<file path="src/rtl/fol_pkg.sv">
// Shared types and codes for the frequency-ordered list unit.
// Used by the controller, the datapath and the top level; no dependencies.
package fol_pkg;

    localparam int FOL_CAPACITY   = 16;
    localparam int FOL_KEY_BITS   = 32;
    localparam int FOL_COUNT_BITS = 16;

    localparam logic [2:0] FUNC_ACCESS = 3'd0;
    localparam logic [2:0] FUNC_DECAY  = 3'd1;
    localparam logic [2:0] FUNC_LOOKUP = 3'd2;
    localparam logic [2:0] FUNC_REMOVE = 3'd3;
    localparam logic [2:0] FUNC_READ   = 3'd4;

    localparam logic [1:0] ST_DONE = 2'd0;
    localparam logic [1:0] ST_NEW  = 2'd1;
    localparam logic [1:0] ST_FULL = 2'd2;
    localparam logic [1:0] ST_BAD  = 2'd3;

    localparam logic [1:0] ADDR_IDX = 2'd0;
    localparam logic [1:0] ADDR_INC = 2'd1;
    localparam logic [1:0] ADDR_DEC = 2'd2;

    localparam logic [1:0] WSEL_RDATA  = 2'd0;
    localparam logic [1:0] WSEL_MOVING = 2'd1;
    localparam logic [1:0] WSEL_DECAY  = 2'd2;

    localparam logic [2:0] IDX_HOLD = 3'd0;
    localparam logic [2:0] IDX_INC  = 3'd1;
    localparam logic [2:0] IDX_DEC  = 3'd2;
    localparam logic [2:0] IDX_POS  = 3'd3;
    localparam logic [2:0] IDX_FILL = 3'd4;

    localparam logic [1:0] FILL_HOLD = 2'd0;
    localparam logic [1:0] FILL_INC  = 2'd1;
    localparam logic [1:0] FILL_DEC  = 2'd2;

    localparam logic [1:0] MOV_HOLD = 2'd0;
    localparam logic [1:0] MOV_HIT  = 2'd1;
    localparam logic [1:0] MOV_NEW  = 2'd2;
    localparam logic [1:0] MOV_CAP  = 2'd3;

    localparam logic [2:0] RES_NONE  = 3'd0;
    localparam logic [2:0] RES_BAD   = 3'd1;
    localparam logic [2:0] RES_DECAY = 3'd2;
    localparam logic [2:0] RES_FULL  = 3'd3;
    localparam logic [2:0] RES_ENTRY = 3'd4;
    localparam logic [2:0] RES_PLACE = 3'd5;

    typedef struct packed {
        logic       load;
        logic [1:0] addr_sel;
        logic       we;
        logic [1:0] wsel;
        logic       waddr_dec;
        logic [2:0] idx_op;
        logic [1:0] fill_op;
        logic [1:0] mov_op;
        logic       prod_en;
        logic [2:0] res_op;
        logic       publish;
    } cmd_t;

    typedef struct packed {
        logic [2:0] func;
        logic       fill_zero;
        logic       fill_full;
        logic       pos_ok;
        logic       match;
        logic       idx_zero;
        logic       idx_one;
        logic       idx_last;
        logic       prev_smaller;
        logic       out_free;
    } stat_t;

endpackage

</file>
<file path="src/rtl/fol_ram.sv">
// Generic single-write, single-read RAM with registered read data.
// No dependencies.
module fol_ram #(
    parameter int WIDTH = 48,
    parameter int DEPTH = 16
) (
    input  logic                     aclk,
    input  logic                     we,
    input  logic [$clog2(DEPTH)-1:0] waddr,
    input  logic [WIDTH-1:0]         wdata,
    input  logic [$clog2(DEPTH)-1:0] raddr,
    output logic [WIDTH-1:0]         rdata
);

    logic [WIDTH-1:0] mem [DEPTH];

    always_ff @(posedge aclk) begin
        if (we) begin
            mem[waddr] <= wdata;
        end
        rdata <= mem[raddr];
    end

endmodule

</file>
<file path="src/rtl/fol_ctrl.sv">
// Sequencer for the frequency-ordered list: one command at a time.
// Depends on fol_pkg; drives the datapath through cmd_t, reads stat_t.
module fol_ctrl (
    input  logic            aclk,
    input  logic            aresetn,
    input  logic            s_tvalid,
    output logic            s_tready,
    input  fol_pkg::stat_t  stat,
    output fol_pkg::cmd_t   cmd
);
    import fol_pkg::*;

    localparam logic [3:0] S_IDLE     = 4'd0;
    localparam logic [3:0] S_DISPATCH = 4'd1;
    localparam logic [3:0] S_SCAN     = 4'd2;
    localparam logic [3:0] S_MISS     = 4'd3;
    localparam logic [3:0] S_PR_RD    = 4'd4;
    localparam logic [3:0] S_PR_CHK   = 4'd5;
    localparam logic [3:0] S_PR_PLACE = 4'd6;
    localparam logic [3:0] S_DEC_MUL  = 4'd7;
    localparam logic [3:0] S_DEC_WR   = 4'd8;
    localparam logic [3:0] S_POS_RD   = 4'd9;
    localparam logic [3:0] S_GET      = 4'd10;
    localparam logic [3:0] S_RM_MOVE  = 4'd11;
    localparam logic [3:0] S_FIN      = 4'd12;

    logic [3:0] state_reg, state_next;

    always_ff @(posedge aclk) begin
        if (!aresetn) begin
            state_reg <= S_IDLE;
        end else begin
            state_reg <= state_next;
        end
    end

    assign s_tready = (state_reg == S_IDLE);

    always_comb begin
        cmd        = '0;
        state_next = state_reg;
        case (state_reg)
            S_IDLE: begin
                if (s_tvalid) begin
                    cmd.load   = 1'b1;
                    state_next = S_DISPATCH;
                end
            end
            S_DISPATCH: begin
                case (stat.func)
                    FUNC_ACCESS, FUNC_LOOKUP: begin
                        if (stat.fill_zero) begin
                            state_next = S_MISS;
                        end else begin
                            cmd.addr_sel = ADDR_IDX;
                            state_next   = S_SCAN;
                        end
                    end
                    FUNC_DECAY: begin
                        if (stat.fill_zero) begin
                            cmd.res_op = RES_DECAY;
                            state_next = S_FIN;
                        end else begin
                            cmd.addr_sel = ADDR_IDX;
                            state_next   = S_DEC_MUL;
                        end
                    end
                    FUNC_REMOVE, FUNC_READ: begin
                        if (stat.pos_ok) begin
                            cmd.idx_op = IDX_POS;
                            state_next = S_POS_RD;
                        end else begin
                            cmd.res_op = RES_BAD;
                            state_next = S_FIN;
                        end
                    end
                    default: begin
                        cmd.res_op = RES_BAD;
                        state_next = S_FIN;
                    end
                endcase
            end
            S_SCAN: begin
                if (stat.match) begin
                    if (stat.func == FUNC_LOOKUP) begin
                        cmd.res_op = RES_ENTRY;
                        state_next = S_FIN;
                    end else begin
                        cmd.mov_op = MOV_HIT;
                        state_next = stat.idx_zero ? S_PR_PLACE : S_PR_RD;
                    end
                end else if (stat.idx_last) begin
                    state_next = S_MISS;
                end else begin
                    cmd.addr_sel = ADDR_INC;
                    cmd.idx_op   = IDX_INC;
                end
            end
            S_MISS: begin
                if (stat.func == FUNC_LOOKUP) begin
                    cmd.res_op = RES_BAD;
                    state_next = S_FIN;
                end else if (stat.fill_full) begin
                    cmd.res_op = RES_FULL;
                    state_next = S_FIN;
                end else begin
                    cmd.mov_op  = MOV_NEW;
                    cmd.idx_op  = IDX_FILL;
                    cmd.fill_op = FILL_INC;
                    state_next  = stat.fill_zero ? S_PR_PLACE : S_PR_RD;
                end
            end
            S_PR_RD: begin
                cmd.addr_sel = ADDR_DEC;
                state_next   = S_PR_CHK;
            end
            S_PR_CHK: begin
                if (stat.prev_smaller) begin
                    cmd.we     = 1'b1;
                    cmd.wsel   = WSEL_RDATA;
                    cmd.idx_op = IDX_DEC;
                    state_next = stat.idx_one ? S_PR_PLACE : S_PR_RD;
                end else begin
                    state_next = S_PR_PLACE;
                end
            end
            S_PR_PLACE: begin
                cmd.we     = 1'b1;
                cmd.wsel   = WSEL_MOVING;
                cmd.res_op = RES_PLACE;
                state_next = S_FIN;
            end
            S_DEC_MUL: begin
                cmd.mov_op  = MOV_CAP;
                cmd.prod_en = 1'b1;
                state_next  = S_DEC_WR;
            end
            S_DEC_WR: begin
                cmd.we   = 1'b1;
                cmd.wsel = WSEL_DECAY;
                if (stat.idx_last) begin
                    cmd.res_op = RES_DECAY;
                    state_next = S_FIN;
                end else begin
                    cmd.addr_sel = ADDR_INC;
                    cmd.idx_op   = IDX_INC;
                    state_next   = S_DEC_MUL;
                end
            end
            S_POS_RD: begin
                cmd.addr_sel = ADDR_IDX;
                state_next   = S_GET;
            end
            S_GET: begin
                cmd.res_op = RES_ENTRY;
                if (stat.func == FUNC_READ) begin
                    state_next = S_FIN;
                end else if (stat.idx_last) begin
                    cmd.fill_op = FILL_DEC;
                    state_next  = S_FIN;
                end else begin
                    cmd.addr_sel = ADDR_INC;
                    cmd.idx_op   = IDX_INC;
                    state_next   = S_RM_MOVE;
                end
            end
            S_RM_MOVE: begin
                cmd.we        = 1'b1;
                cmd.wsel      = WSEL_RDATA;
                cmd.waddr_dec = 1'b1;
                if (stat.idx_last) begin
                    cmd.fill_op = FILL_DEC;
                    state_next  = S_FIN;
                end else begin
                    cmd.addr_sel = ADDR_INC;
                    cmd.idx_op   = IDX_INC;
                end
            end
            S_FIN: begin
                if (stat.out_free) begin
                    cmd.publish = 1'b1;
                    state_next  = S_IDLE;
                end
            end
            default: begin
                state_next = S_IDLE;
            end
        endcase
    end

endmodule

</file>
<file path="src/rtl/fol_dp.sv">
// Datapath of the frequency-ordered list: entry RAM, index and fill
// registers, decay arithmetic and result registers. Depends on fol_pkg, fol_ram.
module fol_dp #(
    parameter int CAPACITY   = fol_pkg::FOL_CAPACITY,
    parameter int KEY_BITS   = fol_pkg::FOL_KEY_BITS,
    parameter int COUNT_BITS = fol_pkg::FOL_COUNT_BITS
) (
    input  logic           aclk,
    input  logic           aresetn,
    input  logic [2:0]     in_func,
    input  logic [31:0]    in_key,
    input  logic [3:0]     in_position,
    input  fol_pkg::cmd_t  cmd,
    output fol_pkg::stat_t stat,
    output logic           m_tvalid,
    input  logic           m_tready,
    output logic [63:0]    m_tdata
);
    import fol_pkg::*;

    localparam int IW = $clog2(CAPACITY);
    localparam int FW = $clog2(CAPACITY + 1);
    localparam int EW = KEY_BITS + COUNT_BITS;

    logic [2:0]            func_reg;
    logic [KEY_BITS-1:0]   key_reg;
    logic [3:0]            pos_reg;
    logic [FW-1:0]         fill_reg;
    logic [IW-1:0]         idx_reg;
    logic [KEY_BITS-1:0]   mkey_reg;
    logic [COUNT_BITS-1:0] mcnt_reg;
    logic                  hit_reg;
    logic [63:0]           prod_reg;

    logic [1:0]            res_status_reg;
    logic                  res_found_reg;
    logic [IW-1:0]         res_rank_reg;
    logic [KEY_BITS-1:0]   res_key_reg;
    logic [COUNT_BITS-1:0] res_cnt_reg;

    logic                  m_valid_reg;
    logic [63:0]           m_data_reg;

    logic [KEY_BITS-1:0]   kin;
    logic [IW-1:0]         raddr, waddr;
    logic [EW-1:0]         wdata, rdata;
    logic [KEY_BITS-1:0]   rkey;
    logic [COUNT_BITS-1:0] rcnt;
    logic [COUNT_BITS-1:0] quo, rem, dec_cnt;
    logic [31:0]           okey;
    logic [15:0]           ocnt;

    always_comb begin
        kin = '0;
        for (int b = 0; b < KEY_BITS && b < 32; b++) begin
            kin[b] = in_key[b];
        end
    end

    assign rkey = rdata[EW-1:COUNT_BITS];
    assign rcnt = rdata[COUNT_BITS-1:0];

    always_comb begin
        case (cmd.addr_sel)
            ADDR_INC: raddr = idx_reg + IW'(1);
            ADDR_DEC: raddr = idx_reg - IW'(1);
            default:  raddr = idx_reg;
        endcase
    end

    assign waddr = cmd.waddr_dec ? (idx_reg - IW'(1)) : idx_reg;

    // floor(9c/10) = 9q + (r ? r-1 : 0), with q, r from c/10
    assign quo     = COUNT_BITS'(prod_reg >> 35);
    assign rem     = mcnt_reg - COUNT_BITS'(quo * COUNT_BITS'(10));
    assign dec_cnt = COUNT_BITS'(quo * COUNT_BITS'(9))
                   + ((rem != '0) ? (rem - COUNT_BITS'(1)) : '0);

    always_comb begin
        case (cmd.wsel)
            WSEL_MOVING: wdata = {mkey_reg, mcnt_reg};
            WSEL_DECAY:  wdata = {mkey_reg, dec_cnt};
            default:     wdata = rdata;
        endcase
    end

    fol_ram #(.WIDTH(EW), .DEPTH(CAPACITY)) u_ram (
        .aclk  (aclk),
        .we    (cmd.we),
        .waddr (waddr),
        .wdata (wdata),
        .raddr (raddr),
        .rdata (rdata)
    );

    always_comb begin
        stat.func         = func_reg;
        stat.fill_zero    = (fill_reg == '0);
        stat.fill_full    = (32'(fill_reg) == 32'(CAPACITY));
        stat.pos_ok       = (32'(pos_reg) < 32'(fill_reg));
        stat.match        = (rkey == key_reg);
        stat.idx_zero     = (idx_reg == '0);
        stat.idx_one      = (idx_reg == IW'(1));
        stat.idx_last     = ((FW'(idx_reg) + FW'(1)) == fill_reg);
        stat.prev_smaller = (rcnt < mcnt_reg);
        stat.out_free     = !m_valid_reg || m_tready;
    end

    always_ff @(posedge aclk) begin
        if (!aresetn) begin
            fill_reg    <= '0;
            m_valid_reg <= 1'b0;
        end else begin
            case (cmd.fill_op)
                FILL_INC: fill_reg <= fill_reg + FW'(1);
                FILL_DEC: fill_reg <= fill_reg - FW'(1);
                default:  fill_reg <= fill_reg;
            endcase
            if (cmd.publish) begin
                m_valid_reg <= 1'b1;
            end else if (m_tready) begin
                m_valid_reg <= 1'b0;
            end
        end
    end

    always_ff @(posedge aclk) begin
        if (cmd.load) begin
            func_reg <= in_func;
            key_reg  <= kin;
            pos_reg  <= in_position;
        end
        if (cmd.load) begin
            idx_reg <= '0;
        end else begin
            case (cmd.idx_op)
                IDX_INC:  idx_reg <= idx_reg + IW'(1);
                IDX_DEC:  idx_reg <= idx_reg - IW'(1);
                IDX_POS:  idx_reg <= IW'(pos_reg);
                IDX_FILL: idx_reg <= IW'(fill_reg);
                default:  idx_reg <= idx_reg;
            endcase
        end
        case (cmd.mov_op)
            MOV_HIT: begin
                mkey_reg <= rkey;
                mcnt_reg <= (rcnt == '1) ? rcnt : rcnt + COUNT_BITS'(1);
                hit_reg  <= 1'b1;
            end
            MOV_NEW: begin
                mkey_reg <= key_reg;
                mcnt_reg <= COUNT_BITS'(1);
                hit_reg  <= 1'b0;
            end
            MOV_CAP: begin
                mkey_reg <= rkey;
                mcnt_reg <= rcnt;
            end
            default: begin
                mkey_reg <= mkey_reg;
            end
        endcase
        if (cmd.prod_en) begin
            prod_reg <= 64'(32'(rcnt)) * 64'(32'hCCCC_CCCD);
        end
        case (cmd.res_op)
            RES_BAD, RES_DECAY: begin
                res_status_reg <= (cmd.res_op == RES_BAD) ? ST_BAD : ST_DONE;
                res_found_reg  <= 1'b0;
                res_rank_reg   <= '0;
                res_key_reg    <= '0;
                res_cnt_reg    <= '0;
            end
            RES_FULL: begin
                res_status_reg <= ST_FULL;
                res_found_reg  <= 1'b0;
                res_rank_reg   <= '0;
                res_key_reg    <= key_reg;
                res_cnt_reg    <= '0;
            end
            RES_ENTRY: begin
                res_status_reg <= ST_DONE;
                res_found_reg  <= (func_reg == FUNC_LOOKUP);
                res_rank_reg   <= idx_reg;
                res_key_reg    <= rkey;
                res_cnt_reg    <= rcnt;
            end
            RES_PLACE: begin
                res_status_reg <= hit_reg ? ST_DONE : ST_NEW;
                res_found_reg  <= hit_reg;
                res_rank_reg   <= idx_reg;
                res_key_reg    <= mkey_reg;
                res_cnt_reg    <= mcnt_reg;
            end
            default: begin
                res_status_reg <= res_status_reg;
            end
        endcase
        if (cmd.publish) begin
            m_data_reg <= {4'd0, 5'(fill_reg), ocnt, okey, 4'(res_rank_reg),
                           res_found_reg, res_status_reg};
        end
    end

    always_comb begin
        okey = '0;
        for (int b = 0; b < KEY_BITS && b < 32; b++) begin
            okey[b] = res_key_reg[b];
        end
        ocnt = '0;
        for (int b = 0; b < COUNT_BITS && b < 16; b++) begin
            ocnt[b] = res_cnt_reg[b];
        end
    end

    assign m_tvalid = m_valid_reg;
    assign m_tdata  = m_data_reg;

endmodule

</file>
<file path="src/rtl/frequency_ordered_list_unit.sv">
// Frequency-ordered list unit: top level joining sequencer and datapath.
// Depends on fol_pkg, fol_ctrl, fol_dp (and fol_ram below it).
//
// Keeps up to CAPACITY key/count entries in one RAM, highest count first,
// ties in arrival order. One command is worked at a time, stepping through
// the entry RAM one location at a time: access and lookup scan from rank 0
// at one cycle per entry, then an access bubbles the entry up, reading the
// entry one rank higher and checking it before each move; remove shifts the
// tail one entry a cycle; decay works each entry by a reciprocal multiply,
// then a write back. The entry RAM has a single read and a single write
// port, and the result step waits while the output register still holds an
// unaccepted item. A new item is taken while the previous result still
// waits on the output register.
module frequency_ordered_list_unit #(
    parameter int CAPACITY   = fol_pkg::FOL_CAPACITY,
    parameter int KEY_BITS   = fol_pkg::FOL_KEY_BITS,
    parameter int COUNT_BITS = fol_pkg::FOL_COUNT_BITS
) (
    input  logic        aclk,
    input  logic        aresetn,
    input  logic        s_tvalid,
    output logic        s_tready,
    // func[2:0], key[34:3], position[38:35], zero pad
    input  logic [39:0] s_tdata,
    output logic        m_tvalid,
    input  logic        m_tready,
    // status[1:0], found[2], rank[6:3], entry_key[38:7],
    // entry_count[54:39], occupancy[59:55], zero pad
    output logic [63:0] m_tdata
);
    import fol_pkg::*;

    cmd_t  cmd;
    stat_t stat;

    fol_ctrl u_ctrl (
        .aclk     (aclk),
        .aresetn  (aresetn),
        .s_tvalid (s_tvalid),
        .s_tready (s_tready),
        .stat     (stat),
        .cmd      (cmd)
    );

    fol_dp #(
        .CAPACITY   (CAPACITY),
        .KEY_BITS   (KEY_BITS),
        .COUNT_BITS (COUNT_BITS)
    ) u_dp (
        .aclk        (aclk),
        .aresetn     (aresetn),
        .in_func     (s_tdata[2:0]),
        .in_key      (s_tdata[34:3]),
        .in_position (s_tdata[38:35]),
        .cmd         (cmd),
        .stat        (stat),
        .m_tvalid    (m_tvalid),
        .m_tready    (m_tready),
        .m_tdata     (m_tdata)
    );

    a_busy_after_accept: assert property (@(posedge aclk) disable iff (!aresetn)
        s_tvalid && s_tready |=> !s_tready)
        else $error("sequencer idle right after taking an item");

    a_occ_bound: assert property (@(posedge aclk) disable iff (!aresetn)
        m_tvalid |-> 32'(m_tdata[59:55]) <= 32'(CAPACITY))
        else $error("occupancy above capacity");

    a_full_status: assert property (@(posedge aclk) disable iff (!aresetn)
        m_tvalid && m_tdata[1:0] == ST_FULL |->
            !m_tdata[2] && 32'(m_tdata[59:55]) == 32'(CAPACITY))
        else $error("table-full result with room left");

    a_single_step: assert property (@(posedge aclk) disable iff (!aresetn)
        cmd.publish |-> !(cmd.we || cmd.load))
        else $error("publish overlaps other work");

endmodule

</file>
<file path="config.mk">
export PLATFORM = sky130hd
export DESIGN_NAME = frequency_ordered_list_unit
export DESIGN_NICKNAME = d
export VERILOG_FILES = /design/src/rtl/fol_pkg.sv /design/src/rtl/fol_ram.sv /design/src/rtl/fol_ctrl.sv /design/src/rtl/fol_dp.sv /design/src/rtl/frequency_ordered_list_unit.sv
export SDC_FILE = /design/constraint.sdc
export NUM_CORES = 2
export LEC_CHECK = 0
export CAP_MARGIN = 20
export CORE_ASPECT_RATIO = 0.6
export CORE_MARGIN = 2
export CORE_UTILIZATION = 39
export DETAILED_ROUTE_END_ITERATION = 7
export DONT_BUFFER_PORTS = 1
export GPL_TIMING_DRIVEN = 0
export PLACE_DENSITY = 0.53
export SLEW_MARGIN = 15
export SYNTH_ARGS = -nofsm -noshare
export SYNTH_HDL_FRONTEND = slang
export SYNTH_SLANG_ARGS = --single-unit
</file>
<file path="constraint.sdc">
create_clock -name aclk -period 20.5 [get_ports aclk]
set_clock_uncertainty 0.1 [all_clocks]
set_input_delay 2.05 -clock aclk [delete_from_list [all_inputs] [get_ports aclk]]
set_output_delay 2.05 -clock aclk [all_outputs]
set_load 0.05 [all_outputs]
</file>
==> summary.txt <==
CTS
  • CTS tree: yes
  • CTS buffer count: 101
  • Clock Path Buffers: 3
  • CTS resizes: 0
  • # H-tree levels: 3
  • Post-CTS setup buffers: 0
  • Clock transition at path regs: around 0.07 ns
  • CTS root buffer: clkbuf_16
  • Hold_buf cts: 0
  • Clock latency on the worst-skew pair: about 0.70 ns
  • Clk sinks: roughly 1000

Worst setup path
  • Worst-path fanout max: 16
  • Worst setup path class: reg -> reg
  • R2R Path Start: u_dp.prod_reg[36]
  • Nature of the critical path startpoint: flip-flop
  • Crit path top cell by count: ha_1
  • R2R Setup Slk: ~11 ns
  • CP arrival: approximately 10 ns
  • Crit path capture type: flip-flop
  • CP max stage delay: slightly above 0.6 ns
  • Reg2reg path depth: 34
  • Reg-to-reg critical path endpoint: u_dp.u_ram.mem[0][15]
  • Slowest stage cell, crit path: o21ai_2
  • Required @ worst endpoint: 20.77 ns

Die
  • Initial Util: 0.392
  • Core ar.: between 0.1 and 0.15 mm²
  • Die Wd: between 400 and 500 µm
  • Die height: 277 µm
  • I/O Pins: 110
  • Cell Rows: 100
  • Die Footprint: 0.127 mm²

Routing
  • Total Wirelength: approximately 130 mm
  • Via-to-Cell Ratio: about 5.6
  • Vias: between 20000 and 30000
  • DRC: 0
  • 1st-iter DRT viols: between 3000 and 4000
  • Post-route ant nets: 0
  • Routed wire per std cell: about 26 µm
  • 1st-pass router iterations: 6

Global route
  • Vias in the first global route: around 27000
  • Met1 Usage GRT: 0.313
  • Initial antenna violation count: 1
  • GRT met3 Usage: 0.0455
  • First-pass GRT wire length: between 150 and 200 mm
  • All-Layer GR Usage: 0.199
  • Met2 Use GR: 0.276
  • Pin count of the biggest net entering global routing: 46
  • GR peak layer: met1
  • Remaining Overflow, GRT: 0

Logic synthesis
  • Unique masters post-synth: 74
  • Synth top cells by count: edfxtp_1 (984), ha_1 (229), inv_1 (216)
  • Synth top area share: 0.609
  • Yosys reg bits: between 1000 and 1500
  • Syn Inst Count: between 2000 and 3000
  • Count leader, synth: edfxtp_1
  • Synth Cell Area: approximately 0.049 mm²
  • Synth area leader: edfxtp_1
  • Syn Area/Cell: roughly 16 µm²
  • Post-synth EDFFs: ~980
  • Ys Warns: 0
  • Register area share after synthesis: 0.634
  • Top post-synthesis cells by area: edfxtp_1 (61%), mux4_2 (8.9%), ha_1 (5.9%)
  • Primary FF master, synth: edfxtp_1
  • Fraction of registers with async set/reset: 0

Placement
  • RD Place Congestion: between 0.8 and 0.9
  • Placed inst area: approximately 0.052 mm²
  • Setup WS pre-CTS: ~11 ns
  • DP Wirelength: around 92 mm
  • Port Buffers: 0

Min path
  • Hold Crit Class: reg -> reg
  • WHS Endpoint: u_dp.m_tdata[43]
  • Min-delay src: u_dp.ocnt[4]
  • Hold depth: 0

STA
  • RSZ-0062 raised after global routing: no
  • Setup TNS: 0 ns
  • Upper clock frequency limit: about 110 MHz
  • Final Hold Fails: 0
  • Worst relative slew slack: 0.247
  • Slew Limit Fails: 0
  • Tmin final: between 9 and 10 ns
  • Final worst slack: between 10 and 15 ns
  • Slew @ Worst Pin: 1.12 ns
  • Final Cycle Share: 0.462
  • Final hold slack: 0.316 ns
  • Final setup violation count: 0

Cells and area
  • Layout cell share with drive strength beyond 1: 0.170
  • Number of diodes: 0
  • Final instance area: ~0.056 mm²
  • Largest register FFs: 768
  • Largest Register: u_dp.u_ram.mem
  • P&R area growth vs syn: 14.5%
  • Final #Nets: around 3500

Flow run
  • Max Cap Viol: 0

Status
  • Outcome: completed
## layout make-up
cell class	instances	area [µm²]
Inverter	216	813
Timing Repair Buffer	70	1380
Multi-Input combinational cell	1600	16700
Sequential cell	1046	30800
Buffer	113	457
Clock buffer	118	2670
Tap cell	1632	2040
Clock inverter	71	744
Fill cell	10574	68200
## worst max-delay path: cells and delay by family, from the launching register on
family | cells | cell delay [ns]
XOR/XNOR | 2 | 0.59
buffers and inverters | 1 | 0.07
AO/OA/AOI/OAI | 16 | 3.98
flip-flops | 1 | 0.50
AND/OR/NAND/NOR | 8 | 1.73
adder cells (fa/ha/maj) | 7 | 2.12
## worst max path at each step
stage                       from                     to  cells after the start
6_report       u_dp.prod_reg[36]  u_dp.u_ram.mem[0][15]                     34
5_1_grt        u_dp.prod_reg[38]  u_dp.u_ram.mem[6][15]                     34
4_1_cts        u_dp.prod_reg[38]  u_dp.u_ram.mem[0][15]                     34
3_5_place_dp   u_dp.prod_reg[38]  u_dp.u_ram.mem[2][15]                     34
3_3_place_gp            m_tready       u_dp.m_tdata[30]                      2
2_1_floorplan  u_dp.prod_reg[36]  u_dp.u_ram.mem[0][15]                     35
## metrics by stage
step | std cells | utilization
final | 4866 | 0.449
after global routing | 4866 | 0.449
after CTS | 4859 | 0.448
after detailed placement | 4670 | 0.421
after global placement | 4607 | 0.409
after floorplan | 2975 | -
## per-layer routing
| metal | up-vias | share of wire |
|---|---|---|
| met5 | - | 0 |
| met4 | 0 | 0.023 |
| met3 | 163 | 0.080 |
| met2 | 993 | 0.42 |
| met1 | 14081 | 0.48 |
| li1 | 11869 | - |
## cell families (layout without fill, tap and decap cells)
family	count (synthesis)	after routing	synth area share
buf+inv	329	588	0.0261
simple gates	405	405	0.0423
xor+xnor	103	103	0.0189
mux	310	310	0.115
compound gates	453	453	0.0644
flops	1046	1046	0.634
fa+ha+maj	325	325	0.0986
other cells	1	4	0.0000773
## layout by cell type (no fill, tap or decap), types with 64 or more instances in the layout
cell       count
a21o_1        64
a21oi_1      102
clkbuf_1      90
clkbuf_16    103
edfxtp_1     984
fa_1          96
ha_1         229
inv_1        214
mux2_2        66
mux4_2       192
nand2_1       69
nor2_1        94
xor2_1        66
Power is left out: the tool's default activity adds up to more than one toggle a clock period on the data nets, which glitch-free logic cannot reach.
